## config.mk

```make
export PLATFORM = sky130hd
export DESIGN_NAME = affine_matrix_multiply_core
export DESIGN_NICKNAME = d
export VERILOG_FILES = /design/src/rtl/core/amm_pkg.sv /design/src/rtl/core/amm_matrix_store.sv /design/src/rtl/core/amm_mac_unit.sv /design/src/rtl/core/affine_matrix_multiply_core.sv
export SDC_FILE = /design/constraint.sdc
export NUM_CORES = 2
export LEC_CHECK = 0
export BUFFER_PORTS_ARGS = -buffer_cell sky130_fd_sc_hd__buf_2
export CORE_MARGIN = 2
export CORE_UTILIZATION = 50
export CTS_BUF_LIST = sky130_fd_sc_hd__clkbuf_4
export DETAILED_ROUTE_END_ITERATION = 7
export PLACE_DENSITY = 0.67
export SLEW_MARGIN = 10
export SYNTH_ARGS = -nofsm -noshare
export SYNTH_HDL_FRONTEND = slang
export SYNTH_SLANG_ARGS = --single-unit
```

## constraint.sdc

```tcl
create_clock -name clk -period 9.5 [get_ports clk]
set_clock_uncertainty 0.05 [all_clocks]
set_input_delay 0.95 -clock clk [delete_from_list [all_inputs] [get_ports clk]]
set_output_delay 0.95 -clock clk [all_outputs]
set_load 0.02 [all_outputs]
```

## src/rtl/core/amm_pkg.sv

```systemverilog
// Shared types, codes and constants for the affine matrix multiply core.
package amm_pkg;

  localparam int FRAC_BITS   = 16;
  localparam int STORE_DEPTH = 12;
  localparam int ADDR_W      = 4;
  localparam int DATA_W      = 32;
  localparam int PROD_W      = 2 * DATA_W;
  localparam int ACC_W       = PROD_W + 2;

  localparam logic [1:0] KIND_LOAD_A  = 2'd0;
  localparam logic [1:0] KIND_LOAD_B  = 2'd1;
  localparam logic [1:0] KIND_COMPUTE = 2'd2;

  localparam logic [1:0] LAST_IDX  = 2'd3;
  localparam logic [1:0] LAST_COL  = 2'd2;
  localparam logic [ADDR_W-1:0] BIAS_BASE = ADDR_W'(9);

  localparam logic signed [DATA_W-1:0] ONE_Q = 32'sd1 <<< FRAC_BITS;
  localparam logic signed [ACC_W-1:0] HALF_Q =
    {{(ACC_W-1){1'b0}}, 1'b1} << (FRAC_BITS - 1);
  localparam logic signed [ACC_W-1:0] SAT_MAX = {{(ACC_W-31){1'b0}}, {31{1'b1}}};
  localparam logic signed [ACC_W-1:0] SAT_MIN = {{(ACC_W-31){1'b1}}, {31{1'b0}}};

  typedef enum logic [1:0] {
    ST_IDLE,
    ST_ELEM,
    ST_CONST
  } amm_state_t;

  typedef struct packed {
    logic [1:0]               kind;
    logic [1:0]               row;
    logic [1:0]               col;
    logic signed [DATA_W-1:0] value;
  } amm_in_t;

  typedef struct packed {
    logic [1:0]               out_row;
    logic [1:0]               out_col;
    logic signed [DATA_W-1:0] product;
    logic                     last;
  } amm_out_t;

  typedef struct packed {
    logic clr_acc;
    logic acc_en;
    logic bias_load;
    logic bias_sel;
  } amm_mac_ctl_t;

endpackage

```

## src/rtl/core/amm_matrix_store.sv

```systemverilog
// Twelve-entry element store, one write port, one read port, cleared at reset.
module amm_matrix_store
  import amm_pkg::*;
(
  input  logic                     clk,
  input  logic                     rst_n,
  input  logic                     wr_en,
  input  logic [ADDR_W-1:0]        wr_addr,
  input  logic signed [DATA_W-1:0] wr_data,
  input  logic [ADDR_W-1:0]        rd_addr,
  output logic signed [DATA_W-1:0] rd_data
);

  logic signed [DATA_W-1:0] mem_r [STORE_DEPTH];

  always_ff @(posedge clk) begin
    if (!rst_n) begin
      for (int n = 0; n < STORE_DEPTH; n++) begin
        mem_r[n] <= '0;
      end
    end else if (wr_en && (wr_addr < ADDR_W'(STORE_DEPTH))) begin
      mem_r[wr_addr] <= wr_data;
    end
  end

  assign rd_data = (rd_addr < ADDR_W'(STORE_DEPTH)) ? mem_r[rd_addr] : '0;

endmodule

```

## src/rtl/core/amm_mac_unit.sv

```systemverilog
// Shared multiply-accumulate unit with rounding, bias add and saturation.
module amm_mac_unit
  import amm_pkg::*;
(
  input  logic                     clk,
  input  amm_mac_ctl_t             ctl,
  input  logic signed [DATA_W-1:0] rd_a,
  input  logic signed [DATA_W-1:0] rd_b,
  output logic signed [DATA_W-1:0] result
);

  logic signed [DATA_W-1:0] op_a_r, op_b_r, bias_r;
  logic signed [PROD_W-1:0] prod_r;
  logic signed [ACC_W-1:0]  acc_r, rnd_r;
  logic signed [ACC_W-1:0]  prod_ext, sum_w;

  assign prod_ext = {{(ACC_W-PROD_W){prod_r[PROD_W-1]}}, prod_r};

  // operand -> product -> accumulate, one register per step
  always_ff @(posedge clk) begin
    op_a_r <= rd_a;
    op_b_r <= rd_b;
    prod_r <= op_a_r * op_b_r;
    if (ctl.clr_acc) begin
      acc_r <= prod_ext;
    end else if (ctl.acc_en) begin
      acc_r <= acc_r + prod_ext;
    end
    if (ctl.bias_load) begin
      bias_r <= ctl.bias_sel ? rd_b : '0;
    end
    // round to nearest, ties up
    rnd_r <= (acc_r + HALF_Q) >>> FRAC_BITS;
  end

  assign sum_w = rnd_r + {{(ACC_W-DATA_W){bias_r[DATA_W-1]}}, bias_r};

  always_comb begin
    if (sum_w > SAT_MAX) begin
      result = SAT_MAX[DATA_W-1:0];
    end else if (sum_w < SAT_MIN) begin
      result = SAT_MIN[DATA_W-1:0];
    end else begin
      result = sum_w[DATA_W-1:0];
    end
  end

endmodule

```

## src/rtl/core/affine_matrix_multiply_core.sv

```systemverilog
// Top level of the affine 4x4 matrix multiply core: sequencer, stores, output register.
//
// Load requests (kind 0 for A, 1 for B) write one Q16.16 element of columns 0..2
// into a 12-entry store; a load to column 3 and kind 3 are dropped. A compute
// request (kind 2) streams the 16 elements of A*B in row-major order, last
// flagged on row 3 column 3. Each element of columns 0..2 runs through one
// shared 32x32 multiplier: three products are issued on consecutive cycles,
// accumulated exactly, rounded to nearest (ties up), row 3 adds B[3][j], and
// the sum saturates to 32 bits. Operands, product, accumulator and rounded sum
// are each registered before the result is loaded into the output register;
// the constant column 3 follows the three computed elements of each row. An
// output stall holds the sequencer until the output register is free. in_stall
// is high throughout a compute, so no request is taken until it ends. Both
// stores come out of reset all zero.
module affine_matrix_multiply_core
  import amm_pkg::*;
(
  input  logic     clk,
  input  logic     rst_n,
  input  logic     in_valid,
  output logic     in_stall,
  input  amm_in_t  in_data,
  output logic     out_valid,
  input  logic     out_stall,
  output amm_out_t out_data
);

  localparam logic [2:0] STEP_BIAS = 3'd3;
  localparam logic [2:0] STEP_OUT  = 3'd6;

  amm_state_t state_r, state_nxt;
  logic [1:0] i_r, i_nxt, j_r, j_nxt;
  logic [2:0] step_r, step_nxt;

  logic                     out_valid_r, out_valid_nxt;
  amm_out_t                 out_data_r, out_item_nxt;
  logic                     out_free, out_load;

  logic                     wr_a, wr_b;
  logic [ADDR_W-1:0]        wr_addr, a_addr, b_addr;
  logic signed [DATA_W-1:0] rd_a, rd_b, mac_result;
  amm_mac_ctl_t             mac_ctl;

  assign out_free = !out_valid_r || !out_stall;

  // ---------------- next state ----------------
  always_comb begin
    state_nxt = state_r;
    i_nxt     = i_r;
    j_nxt     = j_r;
    step_nxt  = step_r;
    unique case (state_r)
      ST_IDLE: begin
        if (in_valid && (in_data.kind == KIND_COMPUTE)) begin
          state_nxt = ST_ELEM;
          i_nxt     = '0;
          j_nxt     = '0;
          step_nxt  = '0;
        end
      end
      ST_ELEM: begin
        if (step_r != STEP_OUT) begin
          step_nxt = step_r + 3'd1;
        end else if (out_free) begin
          j_nxt    = j_r + 2'd1;
          step_nxt = '0;
          if (j_r == LAST_COL) begin
            state_nxt = ST_CONST;
          end
        end
      end
      ST_CONST: begin
        if (out_free) begin
          if (i_r == LAST_IDX) begin
            state_nxt = ST_IDLE;
          end else begin
            state_nxt = ST_ELEM;
            i_nxt     = i_r + 2'd1;
            j_nxt     = '0;
            step_nxt  = '0;
          end
        end
      end
      default: state_nxt = ST_IDLE;
    endcase
  end

  // ---------------- outputs of the sequencer ----------------
  always_comb begin
    in_stall     = 1'b1;
    wr_a         = 1'b0;
    wr_b         = 1'b0;
    wr_addr      = ({2'b00, in_data.row} << 1) + {2'b00, in_data.row} + {2'b00, in_data.col};
    // A[i][k], then B[k][j]; B[3][j] at the bias step
    a_addr       = ({2'b00, i_r} << 1) + {2'b00, i_r} + {2'b00, step_r[1:0]};
    b_addr       = ({2'b00, step_r[1:0]} << 1) + {2'b00, step_r[1:0]} + {2'b00, j_r};
    mac_ctl      = '0;
    out_load     = 1'b0;
    out_item_nxt.out_row = i_r;
    out_item_nxt.out_col = j_r;
    out_item_nxt.product = mac_result;
    out_item_nxt.last    = 1'b0;
    unique case (state_r)
      ST_IDLE: begin
        in_stall = 1'b0;
        if (in_valid && (in_data.col != 2'd3)) begin
          case (in_data.kind)
            KIND_LOAD_A: wr_a = 1'b1;
            KIND_LOAD_B: wr_b = 1'b1;
            default: ;
          endcase
        end
      end
      ST_ELEM: begin
        if (step_r >= STEP_BIAS) begin
          b_addr = BIAS_BASE + {2'b00, j_r};
        end
        mac_ctl.clr_acc   = (step_r == 3'd2);
        mac_ctl.acc_en    = (step_r == 3'd3) || (step_r == 3'd4);
        mac_ctl.bias_load = (step_r == STEP_BIAS);
        mac_ctl.bias_sel  = (i_r == LAST_IDX);
        out_load          = (step_r == STEP_OUT) && out_free;
      end
      ST_CONST: begin
        out_item_nxt.product = (i_r == LAST_IDX) ? ONE_Q : '0;
        out_item_nxt.last    = (i_r == LAST_IDX);
        out_load             = out_free;
      end
      default: ;
    endcase
  end

  always_comb begin
    if (out_load) begin
      out_valid_nxt = 1'b1;
    end else if (!out_stall) begin
      out_valid_nxt = 1'b0;
    end else begin
      out_valid_nxt = out_valid_r;
    end
  end

  // ---------------- registers ----------------
  always_ff @(posedge clk) begin
    if (!rst_n) begin
      state_r     <= ST_IDLE;
      i_r         <= '0;
      j_r         <= '0;
      step_r      <= '0;
      out_valid_r <= 1'b0;
    end else begin
      state_r     <= state_nxt;
      i_r         <= i_nxt;
      j_r         <= j_nxt;
      step_r      <= step_nxt;
      out_valid_r <= out_valid_nxt;
    end
  end

  always_ff @(posedge clk) begin
    if (out_load) begin
      out_data_r <= out_item_nxt;
    end
  end

  assign out_valid = out_valid_r;
  assign out_data  = out_data_r;

  // ---------------- datapath ----------------
  amm_matrix_store u_store_a (
    .clk     (clk),
    .rst_n   (rst_n),
    .wr_en   (wr_a),
    .wr_addr (wr_addr),
    .wr_data (in_data.value),
    .rd_addr (a_addr),
    .rd_data (rd_a)
  );

  amm_matrix_store u_store_b (
    .clk     (clk),
    .rst_n   (rst_n),
    .wr_en   (wr_b),
    .wr_addr (wr_addr),
    .wr_data (in_data.value),
    .rd_addr (b_addr),
    .rd_data (rd_b)
  );

  amm_mac_unit u_mac (
    .clk    (clk),
    .ctl    (mac_ctl),
    .rd_a   (rd_a),
    .rd_b   (rd_b),
    .result (mac_result)
  );

`ifndef SYNTH
  a_step_range: assert property (@(posedge clk) disable iff (!rst_n)
    (state_r == ST_ELEM) |-> (step_r <= STEP_OUT))
    else $error("step counter past output step");

  a_elem_col: assert property (@(posedge clk) disable iff (!rst_n)
    (state_r == ST_ELEM) |-> (j_r != 2'd3))
    else $error("computed element in column 3");

  a_const_col: assert property (@(posedge clk) disable iff (!rst_n)
    (state_r == ST_CONST) |-> (j_r == 2'd3))
    else $error("constant column emitted off column 3");

  a_last_idle: assert property (@(posedge clk) disable iff (!rst_n)
    (out_load && out_item_nxt.last) |=> (state_r == ST_IDLE))
    else $error("sequencer busy after last element");
`endif

endmodule

```

* After elaboration in Yosys (flattened, before gate mapping)
Memories as Yosys holds them, arrays and structs flattened. A register that Yosys moved wholly into a read port is not among the register bits.
Cells that the tools add are included.
** Storage, ports and cells
- Register bits :: 291
- Latch bits :: 0
- Memory bits (writable) :: 768
- Memory bits (read-only) :: 0
- Input port bits :: 42
- Output and inout bits :: 39
- Memories :: 2
** Memories
- u_store_a.mem_r :: words 12, width 32, rd ports 1, clocked after memory_dff 1, write ports 12, RTL line amm_matrix_store.sv:14 : logic signed [DATA_W-1:0] mem_r [STORE_DEPTH];
- u_store_b.mem_r :: words 12, width 32, rd ports 1, clocked after memory_dff 0, write ports 12, RTL line amm_matrix_store.sv:14
** Cells by class
- $add $sub $neg :: 13
- $mul :: 1
- Div/mod/pow operators :: 0
- Magnitude comparators :: 6
- Equality and inequality tests :: 20
- Shifts and indexed selects :: 0
- Mux-type cells :: 55
- Bitwise gates (word level) :: 0
- Reductions and logical operators :: 21
** Operator list (number)
- two-way mux 32 bit :: 5
- two-way mux 66 bit :: 2
- adder 66 x 17 -> 66 bit, second input constant :: 1
- adder 66 x 64 -> 66 bit :: 1
- > comparator 66 x 32 -> 1 bit, second input constant :: 1
- less-than comparator 66 x 32 -> 1 bit, second input constant :: 1
- multiplier 32 x 32 -> 64 bit :: 1
- OR reduction 32 bit :: 2
- adder 50 x 32 -> 51 bit :: 1
- two-way mux 33 bit :: 1
- two-way mux 2 bit :: 12
- two-way mux 4 bit :: 5
- two-way mux 1 bit :: 19
- two-way mux 17 bit :: 1
- two-way mux 3 bit :: 5
- inequality test 2 bit, second input constant :: 7
- adder 3 x 2 -> 4 bit :: 3
- adder 4 x 2 -> 4 bit :: 3
- less-than comparator 4 bit, second input constant :: 3
- case mux 2 bit (3 select lines) :: 2
- AND reduction 5 bit :: 2
- case mux 3 bit (3 select lines) :: 1
- equality test 2 bit, second input constant :: 4
- equality test 3 x 2 -> 1 bit, second input constant :: 2
- 18 further kinds :: 31

* Longest topological paths before layout
- Word-level depth :: 10
- Depth in mapped cells :: 30
- Gate-level depth less buffers :: 29

* Hierarchy
A second synthesis with hierarchy kept.
** Second synthesis, totals
- Cell total of the unflattened synthesis :: 8104
- Area total of the unflattened synthesis :: 89241.8 um2
** Modules (own cells, without submodules)
- amm_mac_unit :: times used 1, cells an instance 5591, area an instance 51846.0 um2, seq. area each 6506.2 um2
- amm_matrix_store at u_store_b :: times used 1, cells an instance 1164, area an instance 17531.8 um2, seq. area each 11531.1 um2
- amm_matrix_store at u_store_a :: times used 1, cells an instance 1164, area an instance 17530.6 um2, seq. area each 11531.1 um2
- affine_matrix_multiply_core :: times used 1, cells an instance 185, area an instance 2333.5 um2, seq. area each 1311.3 um2

* Least setup slack after synthesis
No wires, ideal clock.
- Path kind :: register -> register
- Start :: reg u_mac.op_a_r[31], read port of u_store_a.mem_r
- End :: reg u_mac.prod_r[62]
- Setup time :: 0.072 ns
- Arrival :: 7.577 ns
- Path slack :: 1.801 ns
- Stages on the path, launching flop included :: 29
- Path buffers :: 2
- Clock period less this slack :: 7.699 ns
- Cells stage by stage :: dfxtp_1 -> clkbuf_1 -> nand2_1 -> inv_1 -> fa_1 -> inv_1 -> fa_1 -> inv_1 -> fa_1 -> fa_1 -> inv_1 -> fa_1 -> inv_1 -> fa_1 -> fa_1 -> inv_1 -> fa_1 -> inv_1 -> ha_1 -> clkbuf_1 -> and3_1 -> nand2_1 -> nor2_1 -> a211oi_1 -> o21ai_1 -> a41oi_1 -> a211oi_1 -> a211oi_1 -> xnor2_1
** On the way
- Cells in the longest elaborated chain, start to end :: 1
** RTL lines
- from (decl) :: RTL line amm_mac_unit.sv:12 : logic signed [DATA_W-1:0] op_a_r, op_b_r, bias_r;
- multiplier 32 x 32 -> 64 bit :: RTL line amm_mac_unit.sv:23 : prod_r <= op_a_r * op_b_r;
- to (signal assigned) :: RTL line amm_mac_unit.sv:23
- to (decl) :: RTL line amm_mac_unit.sv:13 : logic signed [PROD_W-1:0] prod_r;
Every way passes these cells.
A chain may end at the register's enable or synchronous reset.

* Final worst setup path
- Start :: reg u_mac.op_b_r[6]
- End :: reg u_mac.prod_r[62]
** On the way
- Cells in the longest elaborated chain, start to end :: 1
** RTL lines
- from (decl) :: RTL line amm_mac_unit.sv:12
- from (signal assigned) :: RTL line amm_mac_unit.sv:22 : op_b_r <= rd_b;
- multiplier 32 x 32 -> 64 bit :: RTL line amm_mac_unit.sv:23
Every way passes these cells.

==> metrics.cfg <==
[status]
status = finished, final reports clean

[synth]
yosys_register_bits = 1091
synth_common_cells = and2_1, fa_1, inv_1, edfxtp_1, nand2_1
synth_edf_count = 903
seq_area_frac_synth = 0.353
synth_area_um2 = 87500
synth_top_area_cell = edfxtp_1
avgSynthCellArea_um2 = 11.3
ys.flop_type = edfxtp_1
synth_top_area_frac = 0.310
yosysMostFrequentCell = and2_1
syn_inst = 7731
synthTopCellsByArea = edfxtp_1, fa_1, and2_1
synth_nets = 9177
async_reset_ff_frac = 0
yosys_warnings = 0
synth_cell_type_count = 90

[timing]
relSlewSlack = 0.147
drv_slew = 0
finalCritPeriodShare = 0.915
rsz0062_at_grt = false
fin_tns_setup_ns = 0
max_clock_freq_mhz = 115
finalSetupViolations = 0
fin_crit_ns = 8.69
worstMarginPinSlew_ns = 1.28
hold_viol = 0

[place]
io_buffers = 80
place_area_um2 = 90700
dp_hpwl_mm = 169
gp_congestion = 0.918

[setup_path]
cpMostUsedCell = fa_1
cp-end-kind = flip-flop
path_class = reg -> reg
arrival_ns = 9.67
cp.required_ns = 10.48
crit_fanout = 23
max_stage_delay_ns = 0.88
crit_slowest_cell = dfxtp_1
start_kind = flip-flop

[cts]
clockRootBuffer = clkbuf_4
numCtsBuffers = 299
ctsResizeCount = 0
cts_tree = built
clk_pin_slew_worst_paths_ns = 0.07
cts.sinks = 1091
cts_buffer_depth = 4
insertion_delay_ns = 1.23
h-tree-depth = 5

[die]
die_area_um2 = 178000
num_io_pins = 81
die_w_um = 422
rows = 153
die_y_um = 422
initial_utilization = 0.504
coreArea_um2 = 174000

[global_route]
grt_max_degree = 97
grt_pass1_wl_mm = 362
antenna_found_initial = 13
grt-ovfl-total = 0
gr-usage-all-layers = 0.267
grt_pass1_vias = 61508

[job]
maxCapViolations = 0

[detailed_routing]
wire_per_inst_um = 22.7
num_vias = 57601
drc = 0
routed_wl_mm = 234
drtPass1Iterations = 6
drt_iter0_markers = 4643
final_antenna_net_count = 0
vias_per_cell = 5.59

[final_layout]
fin_area_um2 = 94300
num-nets-final = 9237
syn_to_final_growth_pct = 7.77
layout-drive-gt1-share = 0.126

[worst_hold_path]
hold_class = in -> reg

layout by cell type, fill, tap and decap left out, types with 30 or more instances in the layout:
cell type,n
and2_1,1297
fa_1,1089
inv_1,1029
edfxtp_1,903
nand2_1,758
clkbuf_4,428
ha_1,312
mux4_2,192
dfxtp_1,186
a21oi_1,167
a21o_1,149
buf_4,149
xnor2_1,143
o21ai_0,135
nor2_1,131
buf_2,80
xor2_1,74
and3_1,62
nand3_1,53
nand4_1,46
mux2_2,37
a22oi_1,35
a22o_1,33
clkinv_1,32
a31oi_1,30
cell type report:
type                            instances  area (um^2)
Tap cell                             2325         2910
Multi-Input combinational cell       5134        51500
Clock buffer                          428         3210
Timing Repair Buffer                  235         1640
Inverter                             1030         3870
Clock inverter                         46          335
Sequential cell                      1091        30900
Antenna cell                           13         32.5
Fill cell                           15144        79500
flip-flops by register name, summed over array words and instances (netlist names), 3 cells and up:
signal           count
u_store_a.mem_r    384
u_mac.prod_r        64
u_mac.op_a_r        32
u_mac.op_b_r        32
u_mac.acc_r         66
u_mac.rnd_r         50
u_store_b.mem_r    384
u_mac.bias_r        32
out_data            37
step_r               3
per-stage QoR:
stage,worst slack (ns),std cells,hold slack (ns),utilization
2_1_floorplan,1.80,7731,0.422,-
6_report,0.812,10302,0.268,0.543
3_3_place_gp,0.887,9813,0.460,0.522
5_1_grt,0.266,10296,0.189,0.543
3_5_place_dp,0.885,9813,0.466,0.522
4_1_cts,0.754,10288,0.103,0.542
kinds of logic (layout without fill, tap and decap cells):
kind of cell               after synthesis  after routing  share of synthesized area
AOI/OAI and AO/OA                      779            779                     0.0594
adders and majority gates             1404           1404                      0.294
muxes                                  229            229                     0.0542
other                                    0             13                          0
DFF                                   1091           1091                      0.353
xor gates and xnor gates               217            217                     0.0217
and+or+nand+nor                       2505           2505                      0.153
buffers and inverters                 1506           1739                     0.0651
worst max-delay path: cells and delay by family (launching register included):
family / cells / cell delay (ns)
AOI/OAI and AO/OA: 5 / 1.20
buffers and inverters: 9 / 1.47
and+or+nand+nor: 4 / 0.52
adders and majority gates: 9 / 4.26
xor gates and xnor gates: 1 / 0.15
DFF: 1 / 0.88
path summary, 6_finish.rpt:
path / cells past startpoint / start / endpoint / slack (ns)
min reg2reg: 2 / u_mac.prod_r[43]$_DFF_P_ / u_mac.acc_r[43]$_DFFE_PP_ / 0.44
max: 28 / u_mac.op_b_r[6]$_DFF_P_ / u_mac.prod_r[62]$_DFF_P_ / 0.81
max reg2reg: 28 / u_mac.op_b_r[6]$_DFF_P_ / u_mac.prod_r[62]$_DFF_P_ / 0.81
min: 2 / in_data[31] / u_store_b.mem_r[9][31]$_SDFFCE_PN0P_ / 0.27
metal layers:
layer | routed length (um) | up-vias | track usage
met2 | 115000 | 2050 | 0.443
met3 | 16400 | 487 | 0.0464
li1 | - | 25436 | -
met4 | 9850 | 0 | 0.114
met5 | 0 | - | 0
met1 | 92500 | 29628 | 0.346
what timing repair did:
action                                 CTS  global route
endpoints found under the hold margin    1             0
hold buffers                             1             0
setup buffers                            0             0
Power is left out: the tool's default activity adds up to more than one toggle a clock period on the data nets, which glitch-free logic cannot reach.
